==> config.mk <==
export PLATFORM = sky130hd
export DESIGN_NAME = rc4ks_merge
export DESIGN_NICKNAME = d
export VERILOG_FILES = /design/src/rtl/rc4ks_pkg.sv /design/src/rtl/rc4ks_merge.sv
export SDC_FILE = /design/constraint.sdc
export NUM_CORES = 1
export LEC_CHECK = 0
export BUFFER_PORTS_ARGS = -buffer_cell sky130_fd_sc_hd__buf_4
export CORE_MARGIN = 2
export CORE_UTILIZATION = 37
export CTS_CLUSTER_SIZE = 28
export DETAILED_ROUTE_END_ITERATION = 8
export GPL_TIMING_DRIVEN = 1
export PLACE_DENSITY = 0.75
export SLEW_MARGIN = 40
export SYNTH_ARGS = -nofsm -noshare
export SYNTH_HDL_FRONTEND = slang
export SYNTH_SLANG_ARGS = --single-unit
==> constraint.sdc <==
create_clock -name clock -period 1.9 [get_ports clock]
set_clock_uncertainty 0.1 [all_clocks]
set_input_delay 0.38 -clock clock [delete_from_list [all_inputs] [get_ports clock]]
set_output_delay 0.38 -clock clock [all_outputs]
set_load 0.05 [all_outputs]
==> src/rtl/rc4ks_pkg.sv <==
// Shared types and constants of the sixteen-lane RC4 keystream core.
`timescale 1ns / 1ps
`default_nettype none

package rc4ks_pkg;

   localparam int LANES     = 16;
   localparam int MAX_LANES = 16;

   localparam int BYTE_W     = 8;
   localparam int LANE_W     = 4;
   localparam int CMD_W      = 2;
   localparam int WORD_W     = 64;
   localparam int REQ_DATA_W = 168;
   localparam int RSP_DATA_W = 128;

   localparam logic [CMD_W-1:0] CMD_WRITE = 2'd0;
   localparam logic [CMD_W-1:0] CMD_INDEX = 2'd1;
   localparam logic [CMD_W-1:0] CMD_CRYPT = 2'd2;

   // Lockstep control from the sequencer to every lane.
   typedef struct packed {
      logic              crypt_start;
      logic              step_j;
      logic              step_swap;
      logic              finish;
      logic              wr_en;
      logic              set_idx;
      logic [LANE_W-1:0] lane;
      logic [BYTE_W-1:0] sbox_index;
      logic [BYTE_W-1:0] sbox_value;
      logic [BYTE_W-1:0] index_i;
      logic [BYTE_W-1:0] index_j;
   } ctl_type;

   typedef logic [LANES-1:0][BYTE_W-1:0] lane_bytes_type;

endpackage

`default_nettype wire

==> src/rtl/rc4ks_merge.sv <==
// Gathers the lane bytes into one response word and holds it in the output register.
`timescale 1ns / 1ps
`default_nettype none

module rc4ks_merge (
   input  wire logic                               clock,
   input  wire logic                               reset,
   input  wire logic                               finish,
   input  wire rc4ks_pkg::lane_bytes_type          lane_bytes,
   input  wire logic                               rsp_tready,
   output logic                                    rsp_tvalid,
   output logic [rc4ks_pkg::RSP_DATA_W-1:0]        rsp_tdata,
   output logic                                    out_free
);

   logic [rc4ks_pkg::RSP_DATA_W-1:0] packed_in;
   logic                             rsp_valid_ff;
   logic [rc4ks_pkg::RSP_DATA_W-1:0] rsp_data_ff;

   for (genvar n = 0; n < rc4ks_pkg::MAX_LANES; n++) begin : g_slot
      if (n < rc4ks_pkg::LANES) begin : g_live
         assign packed_in[n*rc4ks_pkg::BYTE_W +: rc4ks_pkg::BYTE_W] = lane_bytes[n];
      end else begin : g_absent
         assign packed_in[n*rc4ks_pkg::BYTE_W +: rc4ks_pkg::BYTE_W] = '0;
      end
   end

   assign out_free = !rsp_valid_ff || rsp_tready;

   always_ff @(posedge clock) begin
      if (reset) begin
         rsp_valid_ff <= 1'b0;
      end else if (out_free) begin
         rsp_valid_ff <= finish;
      end
   end

   always_ff @(posedge clock) begin
      if (out_free && finish) begin
         rsp_data_ff <= packed_in;
      end
   end

   assign rsp_tvalid = rsp_valid_ff;
   assign rsp_tdata  = rsp_data_ff;

endmodule

`default_nettype wire

==> flow_summary.yaml, run 1 <==
outcome:
  status: "did not finish"
  haltStage: "clock tree synthesis"
  error_line: "[ERROR RSZ-0060] Max buffer count reached."
logic_synthesis:
  syn_area_um2: 3900
  seq_area_frac_synth: 0.991
  yosysUniqueCellTypes: 6
  ys_ff_latch: 129
  syn-mean-instance-area_um2: 29.3
  syn_inst: 133
  ys_warn_count: 0
  syn-num-nets: 265
placed_design:
  port-buffer-count: 261
  dp_hpwl_um: 7000
  placed_area_um2: 6110
  place.gp.congestion: 0.728
  place_ws_ns: 0.295
clock_network:
  clkSinkCount: 129
  cts_setup_buffers: 0
  cts_made_buffers: 17
  clk_path_buf_depth: 2
  clock-root-buffer: "clkbuf_8"
  ctsResizeCount: 0
  hold_buffers: 114
  htree_levels: 4
floorplanning:
  die_h_um: 107
  fp.dieW_um: 107
  ios: 262
  rows: 37
  initial_core_util: 0.379
cells by family after synthesis:
family,synth area share
flops,0.991
simple gates,0.00578
compound gates,0.00225
buf+inv,0.000962
per-stage QoR:
step                      utilization  instances
after floorplan                     -        133
after global placement          0.594        537
after detailed placement        0.594        537
Yosys cell counts, drive strengths merged:
library cell | n | share of area
and2 | 1 | 0.0022
a21oi | 1 | 0.0022
edfxtp | 128 | 0.99
inv | 1 | 0.00096
nand2b | 1 | 0.0035
dfxtp | 1 | 0.0051
==> run 2, diff against run 1 <==
--- a/config.mk
+++ b/config.mk
@@ -7,11 +7,10 @@
 export LEC_CHECK = 0
 export BUFFER_PORTS_ARGS = -buffer_cell sky130_fd_sc_hd__buf_4
 export CORE_MARGIN = 2
-export CORE_UTILIZATION = 37
-export CTS_CLUSTER_SIZE = 28
+export CORE_UTILIZATION = 30
 export DETAILED_ROUTE_END_ITERATION = 8
 export GPL_TIMING_DRIVEN = 1
-export PLACE_DENSITY = 0.75
+export PLACE_DENSITY_LB_ADDON = 0.15
 export SLEW_MARGIN = 40
 export SYNTH_ARGS = -nofsm -noshare
 export SYNTH_HDL_FRONTEND = slang
==> constraint.sdc (replaced) <==
create_clock -name clock -period 2.47 [get_ports clock]
set_clock_uncertainty 0.1 [all_clocks]
set_input_delay 0.494 -clock clock [delete_from_list [all_inputs] [get_ports clock]]
set_output_delay 0.494 -clock clock [all_outputs]
set_load 0.05 [all_outputs]
==> flow_summary.yaml, run 2 <==
clock_network:
  cts_made_buffers: 17
  clk_pin_slew_ns: 0.06
  htree_levels: 4
  clkSinkCount: 129
  cts_tree: "built"
  ctsResizeCount: 0
  clk_path_buf_depth: 2
  hold_buffers: 0
  clock-root-buffer: "clkbuf_16"
  cts_setup_buffers: 0
  insertion_delay_ns: 0.40
final_layout:
  syn2layout_area_growth_pct: 74.6
  final_cells: 603
  drive_gt1_frac: 0.693
  layout_common_cells: "buf_4 (262), edfxtp_1 (128), clkbuf_16 (17)"
  finalNetCount: 549
  final_common_cell: "buf_4"
  fillers: 1058
  regArea_um2: 3860
  largest_reg_flops: 128
  multi_input_area_um2: 31.3
logic_synthesis:
  synth-xor-area-share: 0
  synth_fa_ha_area_frac: 0
  synth_top_area_cell: "edfxtp_1"
  muxShareOfSynthArea: 0
  ys.flop_type: "edfxtp_1"
  synth_compound_area_frac: 0.00225
  syn-num-nets: 265
  synth-edff-count: 128
  ys_warn_count: 0
  synth_simple_gate_area_frac: 0.00578
  syn_area_um2: 3900
  syn-mean-instance-area_um2: 29.3
  seq_area_frac_synth: 0.991
  synth_top_family_by_area: "simple AND/OR/NAND/NOR gates"
  ys_ff_latch: 129
  async_flop_share: 0
  yosysUniqueCellTypes: 6
  syn_inst: 133
  synth_top_area_frac: 0.986
  synthMostInstantiatedCell: "edfxtp_1"
  synthTopCellsByArea: "edfxtp_1 (99%), dfxtp_1 (0.51%), nand2b_4 (0.35%)"
global_routing:
  grtUsageTotal: 0.144
  grt_max_degree: 35
  grt_pass1_vias: 2595
  grt_remaining_overflow: 0
  antenna_found_initial: 1
  grt_pass1_wl_um: 14400
detailed_routing:
  drc: 0
  dr.pass1.iters: 4
  vias: 2386
  wl_per_cell_um: 16.1
  drt_wl_total_um: 9720
  drtAntennaViolNets: 0
  avgViaCountPerCell: 3.96
  drtIter0Drc: 91
timing:
  setup_viol: 0
  rsz0062_at_grt: "false"
  tns_ns: 0
  relSlewSlack: 0.799
  fmaxAchievable_mhz: 610
  hold_violations: 0
  slew_viol_final: 0
  period_minus_slack_ns: 1.64
  worst_pin_slew_ns: 0.302
  fin_crit_sh: 0.664
setup_path:
  cp-start-kind: "flop"
  crit_fanout: 3
  critPathCaptureType: "primary output"
  critPathKind: "flop to primary output"
  critPathBufInv: 1
  required_ns: 1.88
  max_stage_delay_ns: 0.38
  critPathSlowestCell: "dfxtp_1"
  crit_family: "flip-flops"
  crit_arrival_ns: 1.05
  crit_chain: "nand2b_4 > buf_4"
floorplanning:
  initial_core_util: 0.308
  die-area_um2: 13900
  core_um2: 12700
  rows: 41
  ios: 262
  fp.dieW_um: 118
  die_h_um: 118
power:
  p_leak_nw: 2.86
  seq_power_share: 0.417
  powerDensity_nw_per_um2: 914
  power.internal_mw: 4.74
  swShare: 0.239
  power_switching_mw: 1.49
  pwr-share-clk: 0.444
  comb_power_share: 0.138
  ir_drop_mv: 0.503
outcome:
  status: "completed"
placed_design:
  dp_hpwl_um: 7520
  port-buffer-count: 261
  place.gp.congestion: 0.742
  dp.cells: 570
hold_path:
  hold_path.class: "input pin to flop"
flow_run:
  drv_cap: 0
[run 2: cell counts after synthesis]
No cell type changed its count.
[run 2: path summary, 6_finish.rpt]
check	to	depth (start not counted)	start	slack, ns
worst min-delay path	rsp_tvalid$_SDFFE_PP0P_	2	reset	0.14
worst max register to register	rsp_tdata[10]$_DFFE_PP_	3	rsp_tvalid$_SDFFE_PP0P_	0.98
worst max-delay path	out_free	2	rsp_tvalid$_SDFFE_PP0P_	0.83
worst min register to register	rsp_tvalid$_SDFFE_PP0P_	2	rsp_tvalid$_SDFFE_PP0P_	0.41
[run 2: worst reg2reg max path, cell delays in order, from the launching register on]
cell and delay, ns:
dfxtp_1 0.33, nand2b_4 0.09, and2_4 0.34, buf_4 0.32
[run 2: kinds of logic after synthesis]
family | after synthesis
and+or+nand+nor | 2
DFF | 129
buffers and inverters | 1
AOI/OAI and AO/OA | 1
[run 2: power by group through the flow]
stage	Clock [mW]	Combinational, mW	Sequential [mW]
global placement	0	0.866	2.64
global route	2.92	0.891	2.61
finish	2.77	0.862	2.60
CTS	2.83	0.872	2.60
floorplan	0	0.0446	3.08
detailed placement	0	0.871	2.64
[run 2: routing by layer]
layer	share of wire	track usage	routed length, um
met4	0.020	0.0761	198
met2	0.57	0.256	5500
met1	0.31	0.128	3010
met5	0	0	0
met3	0.10	0.0809	1010
[run 2: stage by stage]
stage	worst slack, ns	area [um2]	hold slack, ns	power, mW	utilization
CTS	0.806	6810	0.112	6.30	0.537
global placement	0.690	6140	0.387	3.50	0.485
floorplan	0.220	3900	0.456	3.13	-
global route	0.783	6810	0.113	6.42	0.537
detailed placement	0.682	6140	0.401	3.51	0.485
finish	0.830	6810	0.138	6.23	0.537
[run 2: layout make-up]
class	count	share of cell area
Antenna cell	1	0.000368
Clock buffer	17	0.0625
Clock inverter	15	0.0353
Inverter	1	0.000551
Multi-Input combinational cell	3	0.00459
Sequential cell	129	0.567
Tap cell	172	0.0316
Timing Repair Buffer	265	0.298
Power figures use the tool's default switching activity.
