**config.mk**
```make
export PLATFORM = sky130hd
export DESIGN_NAME = rc4ks_lane
export DESIGN_NICKNAME = d
export VERILOG_FILES = /design/src/rtl/rc4ks_pkg.sv /design/src/rtl/rc4ks_lane.sv
export SDC_FILE = /design/constraint.sdc
export NUM_CORES = 2
export LEC_CHECK = 0
export ABC_AREA = 1
export BUFFER_PORTS_ARGS = -buffer_cell sky130_fd_sc_hd__buf_2
export CAP_MARGIN = 40
export CORE_MARGIN = 2
export CORE_UTILIZATION = 30
export CTS_BUF_LIST = sky130_fd_sc_hd__clkbuf_16
export DETAILED_ROUTE_END_ITERATION = 6
export PLACE_DENSITY = 0.55
export RECOVER_POWER = 100
export SYNTH_ARGS = -nofsm -noshare
export SYNTH_HDL_FRONTEND = slang
export SYNTH_SLANG_ARGS = --single-unit
```
**constraint.sdc**
```tcl
create_clock -name clock -period 15.85 [get_ports clock]
set_clock_uncertainty 0.15 [all_clocks]
set_input_delay 2.3775 -clock clock [delete_from_list [all_inputs] [get_ports clock]]
set_output_delay 2.3775 -clock clock [all_outputs]
set_load 0.1 [all_outputs]
```
**src/rtl/rc4ks_pkg.sv**
```systemverilog
// Shared types and constants of the sixteen-lane RC4 keystream core.
`timescale 1ns / 1ps
`default_nettype none

package rc4ks_pkg;

   localparam int LANES     = 16;
   localparam int MAX_LANES = 16;

   localparam int BYTE_W     = 8;
   localparam int LANE_W     = 4;
   localparam int CMD_W      = 2;
   localparam int WORD_W     = 64;
   localparam int REQ_DATA_W = 168;
   localparam int RSP_DATA_W = 128;

   localparam logic [CMD_W-1:0] CMD_WRITE = 2'd0;
   localparam logic [CMD_W-1:0] CMD_INDEX = 2'd1;
   localparam logic [CMD_W-1:0] CMD_CRYPT = 2'd2;

   // Lockstep control from the sequencer to every lane.
   typedef struct packed {
      logic              crypt_start;
      logic              step_j;
      logic              step_swap;
      logic              finish;
      logic              wr_en;
      logic              set_idx;
      logic [LANE_W-1:0] lane;
      logic [BYTE_W-1:0] sbox_index;
      logic [BYTE_W-1:0] sbox_value;
      logic [BYTE_W-1:0] index_i;
      logic [BYTE_W-1:0] index_j;
   } ctl_type;

   typedef logic [LANES-1:0][BYTE_W-1:0] lane_bytes_type;

endpackage

`default_nettype wire

```
**src/rtl/rc4ks_lane.sv**
```systemverilog
// One RC4 output generator: 256-entry permutation memory, i and j, swap and mask.
`timescale 1ns / 1ps
`default_nettype none

module rc4ks_lane (
   input  wire logic                           clock,
   input  wire logic                           reset,
   input  wire logic [rc4ks_pkg::LANE_W-1:0]   lane_id,
   input  wire rc4ks_pkg::ctl_type             ctl,
   input  wire logic [rc4ks_pkg::BYTE_W-1:0]   data_byte,
   output logic      [rc4ks_pkg::BYTE_W-1:0]   byte_out
);

   logic [rc4ks_pkg::BYTE_W-1:0] mem [256];

   logic [rc4ks_pkg::BYTE_W-1:0] i_ff, j_ff, si_ff, sj_ff, t_ff, data_ff;
   logic [rc4ks_pkg::BYTE_W-1:0] rd_addr_ff, rd_data_ff;
   logic                         wrote_en_ff;
   logic [rc4ks_pkg::BYTE_W-1:0] wrote_addr_ff, wrote_data_ff;

   logic                         lane_sel;
   logic [rc4ks_pkg::BYTE_W-1:0] rd_eff;
   logic                         wr_en_in;
   logic [rc4ks_pkg::BYTE_W-1:0] wr_addr_in, wr_data_in;
   logic                         rd_en_in;
   logic [rc4ks_pkg::BYTE_W-1:0] rd_addr_in;
   logic [rc4ks_pkg::BYTE_W-1:0] key;

   assign lane_sel = (ctl.lane == lane_id);

   // read landing on the edge of a write sees the old entry; patch it here
   assign rd_eff = (wrote_en_ff && wrote_addr_ff == rd_addr_ff) ? wrote_data_ff : rd_data_ff;

   always_comb begin
      priority if (ctl.step_swap) begin
         wr_en_in   = 1'b1;
         wr_addr_in = i_ff;
         wr_data_in = rd_eff;
      end else if (ctl.finish) begin
         wr_en_in   = 1'b1;
         wr_addr_in = j_ff;
         wr_data_in = si_ff;
      end else if (ctl.wr_en && lane_sel) begin
         wr_en_in   = 1'b1;
         wr_addr_in = ctl.sbox_index;
         wr_data_in = ctl.sbox_value;
      end else begin
         wr_en_in   = 1'b0;
         wr_addr_in = i_ff;
         wr_data_in = rd_eff;
      end
   end

   always_comb begin
      rd_en_in = ctl.crypt_start | ctl.step_j | ctl.step_swap;
      priority if (ctl.crypt_start) begin
         rd_addr_in = i_ff + 8'd1;
      end else if (ctl.step_j) begin
         rd_addr_in = j_ff + rd_eff;
      end else begin
         rd_addr_in = si_ff + rd_eff;
      end
   end

   always_ff @(posedge clock) begin
      if (wr_en_in) begin
         mem[wr_addr_in] <= wr_data_in;
      end
      if (rd_en_in) begin
         rd_data_ff <= mem[rd_addr_in];
         rd_addr_ff <= rd_addr_in;
      end
      wrote_addr_ff <= wr_addr_in;
      wrote_data_ff <= wr_data_in;
   end

   always_ff @(posedge clock) begin
      if (reset) begin
         i_ff        <= '0;
         j_ff        <= '0;
         wrote_en_ff <= 1'b0;
      end else begin
         wrote_en_ff <= wr_en_in;
         priority if (ctl.crypt_start) begin
            i_ff <= i_ff + 8'd1;
         end else if (ctl.set_idx && lane_sel) begin
            i_ff <= ctl.index_i;
         end else begin
            i_ff <= i_ff;
         end
         priority if (ctl.step_j) begin
            j_ff <= j_ff + rd_eff;
         end else if (ctl.set_idx && lane_sel) begin
            j_ff <= ctl.index_j;
         end else begin
            j_ff <= j_ff;
         end
      end
   end

   always_ff @(posedge clock) begin
      if (ctl.crypt_start) begin
         data_ff <= data_byte;
      end
      if (ctl.step_j) begin
         si_ff <= rd_eff;
      end
      if (ctl.step_swap) begin
         sj_ff <= rd_eff;
         t_ff  <= si_ff + rd_eff;
      end
   end

   // entry t was read before the swap landed: take swapped values directly
   always_comb begin
      priority if (t_ff == i_ff) begin
         key = sj_ff;
      end else if (t_ff == j_ff) begin
         key = si_ff;
      end else begin
         key = rd_data_ff;
      end
   end

   assign byte_out = data_ff ^ key;

endmodule

`default_nettype wire

```
; ---- Yosys cells after proc, flatten, opt, wreduce, memory -nomap -nowiden
; Memories as Yosys holds them, arrays and structs flattened. A register that Yosys moved wholly into a read port is not among the register bits.
; Index checks and enable logic that the tools add are counted.
[op_classes]
add_sub_neg = 3
n_eq_ne = 4
n_mux = 20
bitwise = 3
reduce_logical = 5
[op_table]
columns = op, n
row1 = 8-bit two-way mux, 15
row2 = 8-bit == test, 3
row3 = 8-bit adder, 2
row4 = 8-bit by 1-bit adder with 8-bit output (second input constant), 1
row5 = 8-bit XOR, 1
row6 = 1-bit two-way mux, 5
row7 = 4-bit == test, 1
row8 = 2-bit nonzero test, 2
row9 = 1-bit logical AND, 3
row10 = 1-bit OR, 2
[word_totals]
ff_bits = 73
ram_bits = 2048
in_bits = 56
elab_cells = 46
mem_count = 1
[mem_list]
columns = name, words, word_bits, read_ports, rd_clocked_by_memory_dff, wr, line_no
row1 = mem, 256, 8, 1, 1, 1, rc4ks_lane.sv:14  ; logic [rc4ks_pkg::BYTE_W-1:0] mem [256];

; ---- Depth between registers and ports, before layout
[depth]
depth_word = 7
ltp_mapped = 29

; ---- Least setup slack after synthesis
; Ideal clock, no wire load.
[synth_path]
kind = in2reg
startpoint = in lane_id[1] (netlist bit)
endpoint = mem mem[0][0] (netlist bit), data pin
setup_time_ps = 2194
arrival_ps = 13104
slack_ps = 402
path_stages = 7
path_cell_list = xor2_1 -> nor2_1 -> nand3_2 -> inv_2 -> buf_6 -> a21oi_1 -> o21ai_0
[synth_between]
elab_chain_len = 5
[synth_lines]
columns = item, line_no
row1 = "start, declared", rc4ks_lane.sv:8  ; input wire logic [rc4ks_pkg::LANE_W-1:0] lane_id,
row2 = 4-bit == test, rc4ks_lane.sv:29  ; assign lane_sel = (ctl.lane == lane_id);
row3 = 1-bit logical AND, rc4ks_lane.sv:43  ; end else if (ctl.wr_en && lane_sel) begin
row4 = 8-bit two-way mux, rc4ks_lane.sv:43
row5 = 8-bit two-way mux, rc4ks_lane.sv:39  ; end else if (ctl.finish) begin
row6 = 8-bit two-way mux, rc4ks_lane.sv:35  ; priority if (ctl.step_swap) begin
row7 = "named net wr_data_in, one bit", rc4ks_lane.sv:24  ; logic [rc4ks_pkg::BYTE_W-1:0] wr_addr_in, wr_data_in;
row8 = "end, declared", rc4ks_lane.sv:14
; The timed path passes the listed nets, and every way through them passes these cells.

; ---- Final worst setup path
[layout_path]
startpoint = in ctl[39] (netlist bit)
endpoint = mem mem[50][0] (netlist bit), data pin
[layout_between]
elab_chain_len = 1
[layout_lines]
columns = item, line_no
row1 = "start, declared", rc4ks_lane.sv:9  ; input wire rc4ks_pkg::ctl_type ctl,
row2 = 8-bit two-way mux, rc4ks_lane.sv:35
row3 = "named net wr_data_in, one bit", rc4ks_lane.sv:24
; The timed path passes the listed nets, and every way through them passes these cells.

==> impl_metrics.env <==
export IMPL_drive_gt1_frac=0.0573
export IMPL_drv_slew=1400
export IMPL_path_cells="clkbuf_1 -> a21oi_1 -> inv_1 -> nand2_1 -> o21ai_4 -> clkbuf_1 -> clkbuf_1 -> clkbuf_1 -> clkbuf_1"
export IMPL_status="finished, violations left"
export IMPL_finalSetupViolations=0
export IMPL_cts_resized_gates=0
export IMPL_gp_congestion=0.869
export IMPL_stdcell_area_sq_um=103000
export IMPL_yosysTopAreaCell="edfxtp_1"
export IMPL_synth_async_sr_flop_share=0
export IMPL_slowest_stage="clkbuf_1"
export IMPL_start_kind="primary input"
export IMPL_synth_top_family_by_area="simple AND/OR/NAND/NOR gates"
export IMPL_postCtsHoldBufs=0
export IMPL_antenna_left=0
export IMPL_h_tree_depth=4
export IMPL_synth_compound_area_frac=0.0144
export IMPL_syn_area_sq_um=91100
export IMPL_cts_setup_buffers=0
export IMPL_layout_min_cycle_time_ns=11.29
export IMPL_critical_path_class="in2reg"
export IMPL_maxSlewHeadroom=-1.53
export IMPL_tightestPinTransition_ns=3.80
export IMPL_grt_pass1_wl_um=391000
export IMPL_antenna_found_initial=16
export IMPL_syn_area_per_cell_sq_um=10.8
export IMPL_clk_latency_ns=0.90
export IMPL_fp_dieH_um=555
export IMPL_violations="max-capacitance violations, max-slew violations"
export IMPL_rows=202
export IMPL_required_ns=16.03
export IMPL_synth_fa_ha_area_frac=0.00305
export IMPL_die_w_um=555
export IMPL_core_sq_um=303000
export IMPL_track_usage=0.167
export IMPL_crit_path_frequent_cell="clkbuf_1"
export IMPL_cp_max_fo=43
export IMPL_cap_violations=35
export IMPL_io_buffers=63
export IMPL_end_kind="flip-flop"
export IMPL_yosysWarnings=0
export IMPL_max_stage_delay_ns=1.97
export IMPL_dieArea_sq_um=308000
export IMPL_max_freq_mhz=88.6
export IMPL_hold_worst_slack_ns=0.405
export IMPL_synth_mux_area_frac=0
export IMPL_first_pass_iters=6
export IMPL_drc=0
export IMPL_path_clk_slew_ns=0.06
export IMPL_wl_per_cell_um=20.9
export IMPL_synth_seq_cells=2129
export IMPL_p_total_uw=17600
export IMPL_grt_ovfl_total=0
export IMPL_num_vias=61700
export IMPL_hold_viol=0
export IMPL_critPathArrivalTime_ns=11.47
export IMPL_dp_hpwl_um=152000
export IMPL_synth_edf_count=2096
export IMPL_synth_ff_type="edfxtp_1"
export IMPL_final_common_cell="nand2_1"
export IMPL_grt_pass1_vias=59200
export IMPL_synth_top_area_frac=0.691
export IMPL_fin_nets=8479
export IMPL_ir_drop_v=0.000155
export IMPL_cts_tree="done"
export IMPL_totalWireLength_um=262000
export IMPL_synth_xor_area_share=0.00288
export IMPL_ys_seq_area_frac=0.698
export IMPL_start_util=0.301
export IMPL_fin_cells=12600
export IMPL_cts_sinks=2129
export IMPL_clockBufferDepth=3
export IMPL_cts_root_buf="clkbuf_16"
export IMPL_syn_num_nets=8548
export IMPL_synthCells=8471
export IMPL_ioPinCount=64
export IMPL_yosys_cell_types_count=42
export IMPL_synth_area_top_cells="edfxtp_1 69%, nand2_1 10%, nand3_1 10%, inv_1 3.5%, buf_2 1.7%"
export IMPL_p_leak_uw=0.0385
export IMPL_area_delta_synth_final_pct=12.9
export IMPL_tns_ns=0
export IMPL_powerDensity_nw_per_um2=171
export IMPL_layout_common_cells="2504 x nand2_1, 2096 x edfxtp_1, 1820 x nand3_1"
export IMPL_cts_inserted_buffers=213
export IMPL_via_per_inst=4.91
export IMPL_hold_class="reg2reg"
export IMPL_synth_simple_area_share=0.220
export IMPL_rsz0062_at_grt="no"
export IMPL_dp_cells=12200
export IMPL_fin_crit_sh=0.712
export IMPL_first_iter_violations=6851
export IMPL_postPlaceCellArea_sq_um=96200
export IMPL_grt_start_max_net_pins=211
-- registers in the layout, indices dropped and copies added, names as in the netlist --
| register | cells |
|---|---|
| wrote_en_ff | 1 |
| data_ff | 8 |
| wrote_data_ff | 8 |
| sj_ff | 8 |
| i_ff | 8 |
| j_ff | 8 |
| si_ff | 8 |
| t_ff | 8 |
| rd_data_ff | 8 |
| rd_addr_ff | 8 |
| wrote_addr_ff | 8 |
| mem | 2048 |
-- metrics by stage --
stage	utilization	setup slack, ns
after floorplan	-	0.402
after global placement	0.314	6.89
after detailed placement	0.318	7.58
after CTS	0.342	8.12
after global routing	0.340	3.91
final	0.340	4.56
-- cells by family after synthesis --
family | after synthesis
xor gates and xnor gates | 30
AOI/OAI and AO/OA | 224
DFF | 2129
adders and majority gates | 21
buffers and inverters | 1369
and+or+nand+nor | 4698
-- critical path: cells and delay by family --
family	cells	cell delay [ns]
simple gates	1	0.14
buf+inv	6	8.02
compound gates	2	0.83
-- Yosys cell counts (3+ instances only) --
cell type,n
nand2_1,2507
edfxtp_1,2096
nand3_1,1829
inv_1,857
nor2_1,323
buf_2,315
o21ai_0,135
clkbuf_1,128
buf_1,39
o211ai_1,35
dfxtp_1,33
a21oi_1,22
xor2_1,22
ha_1,19
inv_2,14
buf_4,13
xnor2_1,8
a31oi_1,7
nand3_2,6
nand4_1,6
or2_2,6
a221oi_1,5
o21ai_2,5
nor4_1,4
a311oi_1,3
and2_1,3
nor2_2,3
nor2_4,3
nor3_1,3
o21ai_1,3
-- layout make-up --
type | count | area, sq um
clock inverter | 178 | 1870
tap | 3978 | 4980
sequential | 2129 | 63600
inverter | 872 | 3280
timing repair buffer | 213 | 1740
antenna | 2 | 5.00
multi-input combinational | 4973 | 22000
clock buffer | 215 | 5380
fill | 29900 | 200000
-- report_power, final --
part | total [uW] | internal [uW] | leakage, uW | switching [uW]
Combinational | 5350 | 1250 | 0.0156 | 4090
Clock | 5220 | 2990 | 0.00365 | 2230
Sequential | 7030 | 6970 | 0.0192 | 52.2
-- metal layers --
metal,GRT usage,wire [um],vias to the layer above
met5,0,37,-
met4,0.0493,6560,6
met1,0.232,112000,30400
li1,-,-,28500
met2,0.269,123000,2404
met3,0.0262,20500,395
-- worst paths after layout --
check / startpoint / endpoint / cells after the start / slack [ns]
max: ctl[39] / mem[50][0] / 9 / 4.56
min: wrote_data_ff[4] / sj_ff[4] / 2 / 0.40
max reg2reg: wrote_addr_ff[4] / rd_data_ff[0] / 27 / 6.24
min reg2reg: wrote_data_ff[4] / sj_ff[4] / 2 / 0.40
Note: power is estimated with default switching activity, not from simulation.
